==> src/hdl/byte_store_deferred_commit_assert.svh <==
// ----------------------------------------------------------------------------
// Assertion macros for the byte store with deferred commit
// Clocked property wrappers, disabled while reset is held.
// ----------------------------------------------------------------------------
`ifndef BYTE_STORE_DEFERRED_COMMIT_ASSERT_SVH
`define BYTE_STORE_DEFERRED_COMMIT_ASSERT_SVH

// same-cycle implication
`define BSDC_ASSERT_NOW(label, clk, rst_n, ante, cons) \
  label: assert property (@(posedge clk) disable iff (!rst_n) (ante) |-> (cons)) \
    else $error("bsdc: same-cycle check failed");

// next-cycle implication
`define BSDC_ASSERT_NEXT(label, clk, rst_n, ante, cons) \
  label: assert property (@(posedge clk) disable iff (!rst_n) (ante) |=> (cons)) \
    else $error("bsdc: next-cycle check failed");

`endif

==> src/hdl/bsdc_pkg.sv <==
// ----------------------------------------------------------------------------
// bsdc_pkg
// Types and constants shared by the byte store controller and datapath.
// ----------------------------------------------------------------------------
package bsdc_pkg;

  localparam int ADDR_W = 16;
  localparam int TIME_W = 32;
  localparam int CFG_W  = 16;

  localparam logic [7:0]       BLANK_BYTE    = 8'hFF;
  localparam logic [CFG_W-1:0] DEBOUNCE_RST  = 16'd250;
  localparam logic [CFG_W-1:0] MAX_DEFER_RST = 16'd1500;

  // configuration register indexes
  localparam logic [0:0] CFG_DEBOUNCE  = 1'b0;
  localparam logic [0:0] CFG_MAX_DEFER = 1'b1;

  typedef enum logic [1:0] {
    CMD_READ  = 2'd0,
    CMD_WRITE = 2'd1,
    CMD_TICK  = 2'd2,
    CMD_FLUSH = 2'd3
  } cmd_t;

  typedef enum logic [1:0] {
    ST_CLEAR,
    ST_IDLE,
    ST_EXEC,
    ST_RESP
  } state_t;

  typedef struct packed {
    logic clr_step;  // blank one store entry
    logic capture;   // latch input transaction, start memory read
    logic exec;      // apply the transaction, load the result
  } ctrl_cmd_t;

  typedef struct packed {
    logic clr_last;  // clearing pass is on its final entry
  } ctrl_sts_t;

endpackage

==> src/hdl/bsdc_ctrl.sv <==
// ----------------------------------------------------------------------------
// bsdc_ctrl
// Sequencer: clearing pass after reset, then capture / execute / respond.
// ----------------------------------------------------------------------------
module bsdc_ctrl (
  input  logic                clk,
  input  logic                rst_n,
  input  logic                in_tvalid,
  output logic                in_tready,
  output logic                out_tvalid,
  input  logic                out_tready,
  output bsdc_pkg::ctrl_cmd_t cmd,
  input  bsdc_pkg::ctrl_sts_t sts
);
  import bsdc_pkg::*;

  state_t state_r, state_nxt;

  always_ff @(posedge clk) begin
    if (!rst_n) begin
      state_r <= ST_CLEAR;
    end else begin
      state_r <= state_nxt;
    end
  end

  always_comb begin
    state_nxt  = state_r;
    cmd        = '0;
    in_tready  = 1'b0;
    out_tvalid = 1'b0;
    case (state_r)
      ST_CLEAR: begin
        cmd.clr_step = 1'b1;
        if (sts.clr_last) begin
          state_nxt = ST_IDLE;
        end
      end
      ST_IDLE: begin
        in_tready = 1'b1;
        if (in_tvalid) begin
          cmd.capture = 1'b1;
          state_nxt   = ST_EXEC;
        end
      end
      ST_EXEC: begin
        cmd.exec  = 1'b1;
        state_nxt = ST_RESP;
      end
      ST_RESP: begin
        out_tvalid = 1'b1;
        if (out_tready) begin
          state_nxt = ST_IDLE;
        end
      end
      default: begin
        state_nxt = ST_CLEAR;
      end
    endcase
  end

endmodule

==> config.mk <==
export PLATFORM = sky130hd
export DESIGN_NAME = bsdc_ctrl
export DESIGN_NICKNAME = d
export VERILOG_FILES = /design/src/hdl/byte_store_deferred_commit_assert.svh /design/src/hdl/bsdc_pkg.sv /design/src/hdl/bsdc_ctrl.sv
export SDC_FILE = /design/constraint.sdc
export NUM_CORES = 1
export LEC_CHECK = 0
export BUFFER_PORTS_ARGS = -buffer_cell sky130_fd_sc_hd__buf_4
export CAP_MARGIN = 40
export CELL_PAD_IN_SITES_DETAIL_PLACEMENT = 1
export CELL_PAD_IN_SITES_GLOBAL_PLACEMENT = 1
export CORE_AREA = 5 5 42 44
export CTS_BUF_LIST = sky130_fd_sc_hd__clkbuf_16
export CTS_CLUSTER_SIZE = 28
export DETAILED_ROUTE_END_ITERATION = 6
export DIE_AREA = 0 0 47 49
export GPL_TIMING_DRIVEN = 0
export HOLD_SLACK_MARGIN = 0.15
export PLACE_DENSITY_LB_ADDON = 0.1
export SLEW_MARGIN = 20
export SYNTH_ARGS = -nofsm -noshare
export SYNTH_HDL_FRONTEND = slang
export SYNTH_SLANG_ARGS = --single-unit
export TNS_END_PERCENT = 30
==> constraint.sdc <==
create_clock -name clk -period 1.95 [get_ports clk]
set_input_delay 0.2925 -clock clk [delete_from_list [all_inputs] [get_ports clk]]
set_output_delay 0.2925 -clock clk [all_outputs]
set_load 0.05 [all_outputs]
-- After elaboration in Yosys (flattened, before gate mapping)
Cells that the tools add are included.
- register bits: 2
- bits of input ports: 5
- output and inout bits: 5
- logic and storage cells: 19
- equality and inequality tests: 6
- multiplexer cells: 10
- reduce and logical (&&, ||, !) cells: 2
- operators with widths (cell ; number):
    case mux 2 bit (4 select lines) ; 1
    two-way mux 1 bit ; 6
    two-way mux 2 bit ; 3
    != test 2 bit, second input constant ; 3
    == test 2 bit, second input constant ; 2
    AND reduction 3 bit ; 1
    == test 2 x 1 -> 1 bit, second input constant ; 1
    zero test 2 bit ; 1

-- Longest topological paths before layout
Gate-level depths: netlist of the first run.
- word-level depth: 3
- gate-level depth with buffers: 4
- gate-level depth less buffers: 4

-- Least setup slack after synthesis of the first run
OpenSTA, ideal clock, no wires.
- path kind: register -> output
- start point: reg state_r[1]
- end point: out cmd[1] (netlist bit)
- data arrival time: 1396 ps
- required time: 1657 ps
- slack: 262 ps
- cell stages (with the launch flop): 4
- path buffers: 0
- cell sequence: dfxtp_1 -> inv_1 -> ha_1 -> and2_1
- RTL lines (what ; RTL line ; source):
    start: declaration ; bsdc_ctrl.sv:17 ; state_t state_r, state_nxt;
    start signal: assignment ; bsdc_ctrl.sv:23 ; state_r <= state_nxt;
    end: declaration ; bsdc_ctrl.sv:12 ; output bsdc_pkg::ctrl_cmd_t cmd,

-- Worst setup path in the final report of the first run
- start point: reg state_r[0]
- end point: reg state_r[0]
- word-level cells in the longest chain between the ends: 3
- elaborated cells on any way between the ends: 9
- those cells by class: eq/ne (6); mux (1); reduce/logical (2)
- RTL lines (what ; RTL line ; source):
    == test 2 bit (tied with other cells) ; bsdc_ctrl.sv:32 ; case (state_r)
    != test 2 bit (no line) ; - ;
    AND reduction 3 bit (no line) ; - ;
Several ways; a longest one is shown, not always the timed one.
A chain may end at the register's enable or synchronous reset.

==> results.cfg, run 1 <==
[cells_and_area]
largest-register = state_r
largest_reg_flops = 2
final_core_util = 0.241
syn_to_final_growth_pct = 92.9
nNetsFinal = 44
drive_gt1_frac = 0.375
reg.largest.list = state_r x2
antenna_cells = 0

[critical_path]
crit_buf_inv = 1
cp.arrival_ns = 1.71
worstPathMaxFanout = 5
start_kind = register
path_cells = inv_1 > ha_1 > a222oi_1 > mux2i_1
cp_slowest_cell = a222oi_1
cp_top_family = compound AO/OA/AOI/OAI gates
crit_path_end_kind = register
cpPeakStageDelay_ns = 0.55
required_ns = 2.10
crit_type = register to register

[timing]
setup_violations = 0
finalHoldViolations = 0
holdWs_ns = 0.365
slew_viol_final = 0
min_period_ns = 1.56
tns_ns = 0
worst_pin_slew_ns = 0.551
slew_headroom = 0.633
skew_ns = 0.000842
finalCritPeriodShare = 0.801
timing.final.ws_setup_ns = 0.389
max_freq_mhz = 641
grt_setup_unrepaired = false

[synth]
ys_top_cells_by_area = ha_1 (36%), dfxtp_1 (23%), mux2i_1 (11%)
synth_nets = 30
syn_area_per_cell_um2 = 8.76
yosys_warnings = 0
ys_seq_area_frac = 0.229
synth_top_cell_by_area = ha_1
async_reset_ff_frac = 0
yosys-top-cells-count = ha_1 (5), inv_1 (5), nand2_1 (3)
netlist.area_leader.share = 0.357
syn_area_um2 = 175
yosysUniqueCellTypes = 8
synth_edf_count = 0
syn_inst = 20
synth-main-ff-cell = dfxtp_1
synth_seq_cells = 2

[global_route]
antenna_found_initial = 0
grt_use_total = 0.0499
grt_start_max_net_pins = 6
grt-ovfl-total = 0
grt_pass1_wl_um = 710
grt_pass1_vias = 171

[place]
io_buffers = 9
gp_congestion = 0.677
pre_cts_slack_ns = 0.329
hpwl_um = 387

[clock_network]
ctsHoldBuffers = 0
cts-buffers-inserted = 3
clk_path_buf_depth = 2
h-tree-depth = 1
cts_setup_buffers = 0
cts-resized-gates = 0
clkLatencyLatePin_ns = 0.22
root_buffer = clkbuf_16
path_clk_slew_ns = 0.03
tritoncts = built
clock_sinks = 2

[power]
p_leak_nw = 0.182
powerDensity_mw_per_mm2 = 1910
ir_drop_mv = 0.629

[floorplanning]
io-pin-count = 10
start_util = 0.125
rows = 14
core_mm2 = 0.00140
dieArea_mm2 = 0.00230
die_width_um = 47
die_h_um = 49

[job]
cap_viol_max_count = 0

[drt]
drt_wl_total_um = 475
drc = 0
detailedRoute.firstPassIterationCount = 4
vias = 171
wl_per_cell_um = 9.90
drt.antenna.violating_nets = 0
dr.first_iter.drc_count = 1
vias_per_cell = 3.56

[status]
outcome = completed

[worst_hold_path]
min_path_type = primary input to register
==> where the power goes <==
group | internal, mW | switching [mW]
Sequential | 0.0556 | 0.0168
Clock | 0.261 | 0.0472
Combinational | 0.0908 | 0.175
==> placed cells by master, fill, tap and decap left out, drive strengths merged <==
| cell | netlist | final |
|---|---|---|
| nand2b | 1 | 1 |
| ha | 5 | 5 |
| a222oi | 1 | 1 |
| buf | 0 | 9 |
| and2 | 1 | 1 |
| nand2 | 3 | 3 |
| clkbuf | 0 | 3 |
| mux2i | 2 | 2 |
| inv | 5 | 5 |
| dfxtp | 2 | 2 |
==> final cells by class <==
class	count	area, µm²
Clock buffer	3	75.1
Inverter	5	18.8
Tap cell	16	20.0
Sequential cell	2	40.0
Timing Repair Buffer	9	67.6
Multi-Input combinational cell	13	116
Fill cell	170	1060
==> path summary, 6_finish.rpt <==
check | slack (ns) | cells past startpoint | startpoint | end
max | 0.39 | 4 | state_r[0] | state_r[0]
min | 0.37 | 3 | rst_n | state_r[1]
max reg2reg | 0.39 | 4 | state_r[0] | state_r[0]
min reg2reg | 0.50 | 2 | state_r[1] | state_r[1]
==> per-layer routing <==
metal  vias to the layer above  wire, µm  part of all wire  GRT usage
met4                         0         0                 0     0.0691
met5                         -         0                 0          0
met1                        76       179              0.38     0.0547
li1                         87         -                 -          -
met2                         8       225              0.47     0.0566
met3                         0        69              0.15     0.0221
==> worst reg2reg max path, stage by stage (launching register included) <==
cell	delay [ns]
dfxtp_1	0.39
inv_1	0.08
ha_1	0.22
a222oi_1	0.55
mux2i_1	0.24
==> per-stage QoR <==
stage	power [mW]	cell area, µm²	cells
global placement	0.342	263	45
floorplan	0.275	175	20
CTS	0.662	338	48
global route	0.682	338	48
finish	0.646	338	48
detailed placement	0.346	263	45
==> logic make-up (layout without fill, tap and decap cells) <==
kind of cell / count (synthesis) / in the layout / synth area share
AOI/OAI and AO/OA: 1 / 1 / 0.0571
adders and majority gates: 5 / 5 / 0.357
buffers and inverters: 5 / 17 / 0.107
DFF: 2 / 2 / 0.229
muxes: 2 / 2 / 0.114
and+or+nand+nor: 5 / 5 / 0.136
(Power assumes the default switching activity.)
==> run 2: changes to the inputs <==
--- a/config.mk
+++ b/config.mk
@@ -5,6 +5,7 @@
 export SDC_FILE = /design/constraint.sdc
 export NUM_CORES = 1
 export LEC_CHECK = 0
+export ABC_AREA = 1
 export BUFFER_PORTS_ARGS = -buffer_cell sky130_fd_sc_hd__buf_4
 export CAP_MARGIN = 40
 export CELL_PAD_IN_SITES_DETAIL_PLACEMENT = 1
==> constraint.sdc (replaced) <==
create_clock -name clk -period 1.5 [get_ports clk]
set_input_delay 0.225 -clock clk [delete_from_list [all_inputs] [get_ports clk]]
set_output_delay 0.225 -clock clk [all_outputs]
set_load 0.05 [all_outputs]
==> results.cfg, run 2 <==
[global_route]
grtUsageMet3 = 0.0258
grt-ovfl-total = 0
use_met2 = 0.0701
antenna_found_initial = 0
grt_pass1_wl_um = 807
grt_use_total = 0.0549
grt_pass1_vias = 217
use_met1 = 0.0481
grt_start_max_net_pins = 5
top_usage_layer = met4

[power]
comb_power_share = 0.540
ir_drop_mv = 0.965
power.switching_mw = 0.437
swShare = 0.398
powerDensity_mw_per_mm2 = 2800
p_int_mw = 0.660
p_seq_frac = 0.094
power.share.clock = 0.365
p_leak_nw = 0.221

[clock_network]
clkLatencyLatePin_ns = 0.22
h-tree-depth = 1
cts-buffers-inserted = 3
cts_setup_buffers = 0
ctsHoldBuffers = 0
cts-resized-gates = 0
tritoncts = built
root_buffer = clkbuf_16
path_clk_slew_ns = 0.03
clk_path_buf_depth = 2
clock_sinks = 2

[drt]
vias = 187
drc = 0
drt_wl_total_um = 480
vias_per_cell = 3.40
detailedRoute.firstPassIterationCount = 2
wl_per_cell_um = 8.73
drt.antenna.violating_nets = 0
dr.first_iter.drc_count = 1

[cells_and_area]
final_cell_mix = buf_4 (9), nand2_1 (5), inv_1 (5)
final_core_util = 0.279
drive_gt1_frac = 0.487
multi_input_area_um2 = 135
antenna_cells = 0
layout_commonest_cell = buf_4
largest_reg_flops = 2
fillers = 171
syn_to_final_growth_pct = 72.9
reg.largest.list = state_r x2
nNetsFinal = 51
largest-register = state_r
seq_area_um2 = 40.0

[critical_path]
cp.arrival_ns = 1.22
crit_path_end_kind = primary output
start_kind = register
required_ns = 1.27
path_cells = bufinv_8 > ha_1 > buf_4
cp_slowest_cell = dfxtp_1
crit_buf_inv = 2
cp_top_family = buffers and inverters
worstPathMaxFanout = 4
cpPeakStageDelay_ns = 0.38
regToRegSetupSlack_ns = 0.28
crit_type = register to primary output

[timing]
finalHoldViolations = 0
slew_headroom = 0.893
tns_ns = 0
worst_pin_slew_ns = 0.160
slew_viol_final = 0
skew_ns = 0.00205
setup_violations = 0
min_period_ns = 1.45
timing.final.ws_setup_ns = 0.0545
max_freq_mhz = 692
finalCritPeriodShare = 0.964
grt_setup_unrepaired = false

[synth]
synth_nets = 37
yosys.area_share.simple = 0.309
synth_top_family_by_area = simple AND/OR/NAND/NOR gates
ys_top_cells_by_area = ha_1 (28%), dfxtp_1 (18%), bufinv_8 (15%)
async_reset_ff_frac = 0
yosys-top-cells-count = ha_1 (5), inv_1 (5), nand2_1 (5)
syn_area_per_cell_um2 = 8.39
synth_edf_count = 0
synth_seq_cells = 2
synth-main-ff-cell = dfxtp_1
ys_seq_area_frac = 0.177
netlist.area_leader.share = 0.276
yosysUniqueCellTypes = 8
synth_xor_area_frac = 0
synth_mux_area_frac = 0
yosys_warnings = 0
synth_compound_area_frac = 0
syn_inst = 27
synth_top_cell_by_area = ha_1
syn_area_um2 = 226
synth_fa_ha_area_frac = 0.276

[floorplanning]
start_util = 0.162
die_h_um = 49
io-pin-count = 10
die_width_um = 47
rows = 14
dieArea_mm2 = 0.00230
core_mm2 = 0.00140

[status]
outcome = completed

[place]
gp_congestion = 0.685
hpwl_um = 384
pre_cts_slack_ns = 0.261
io_buffers = 9

[worst_hold_path]
min_path_type = primary input to register

[job]
cap_viol_max_count = 0
==> run 2: cell type report <==
type                       count  area share
clock buffer                   3       0.192
inverter                       7       0.137
multi-input combinational     18       0.345
tap                           16      0.0511
sequential                     2       0.102
timing repair buffer           9       0.173
==> run 2: worst paths after layout <==
kind	start	cells past startpoint	endpoint
worst min-delay path	rst_n	3	state_r[1]
worst max-delay path	state_r[0]	3	cmd[2]
worst max register to register	state_r[0]	6	state_r[1]
worst min register to register	state_r[1]	4	state_r[1]
==> run 2: cells by family after synthesis <==
kind of cell | after synthesis
buffers and inverters | 7
and+or+nand+nor | 13
adders and majority gates | 5
DFF | 2
==> run 2: layer usage <==
layer	wire length, µm	part of all wire
met4	29	0.060
met5	0	0
met1	169	0.35
met2	201	0.42
met3	81	0.17
==> run 2: worst min-delay path: cells and delay by family <==
kind          cells  cell delay, ns
buf+inv           1            0.08
simple gates      2            0.11
==> run 2: power groups by stage <==
stage               clock network, mW  registers, mW  logic (mW)
CTS                             0.415          0.104       0.606
finish                          0.401          0.103       0.593
global placement                    0          0.106       0.600
global route                    0.418          0.108       0.646
detailed placement                  0          0.105       0.605
floorplan                           0         0.0990       0.490
==> run 2: metrics by stage <==
step	area, µm²	cells	total power [mW]	hold slack (ns)
finish	392	55	1.10	0.243
global route	392	55	1.17	0.272
CTS	392	55	1.13	0.245
detailed placement	317	52	0.710	0.472
global placement	317	52	0.706	0.481
floorplan	229	27	0.589	0.345
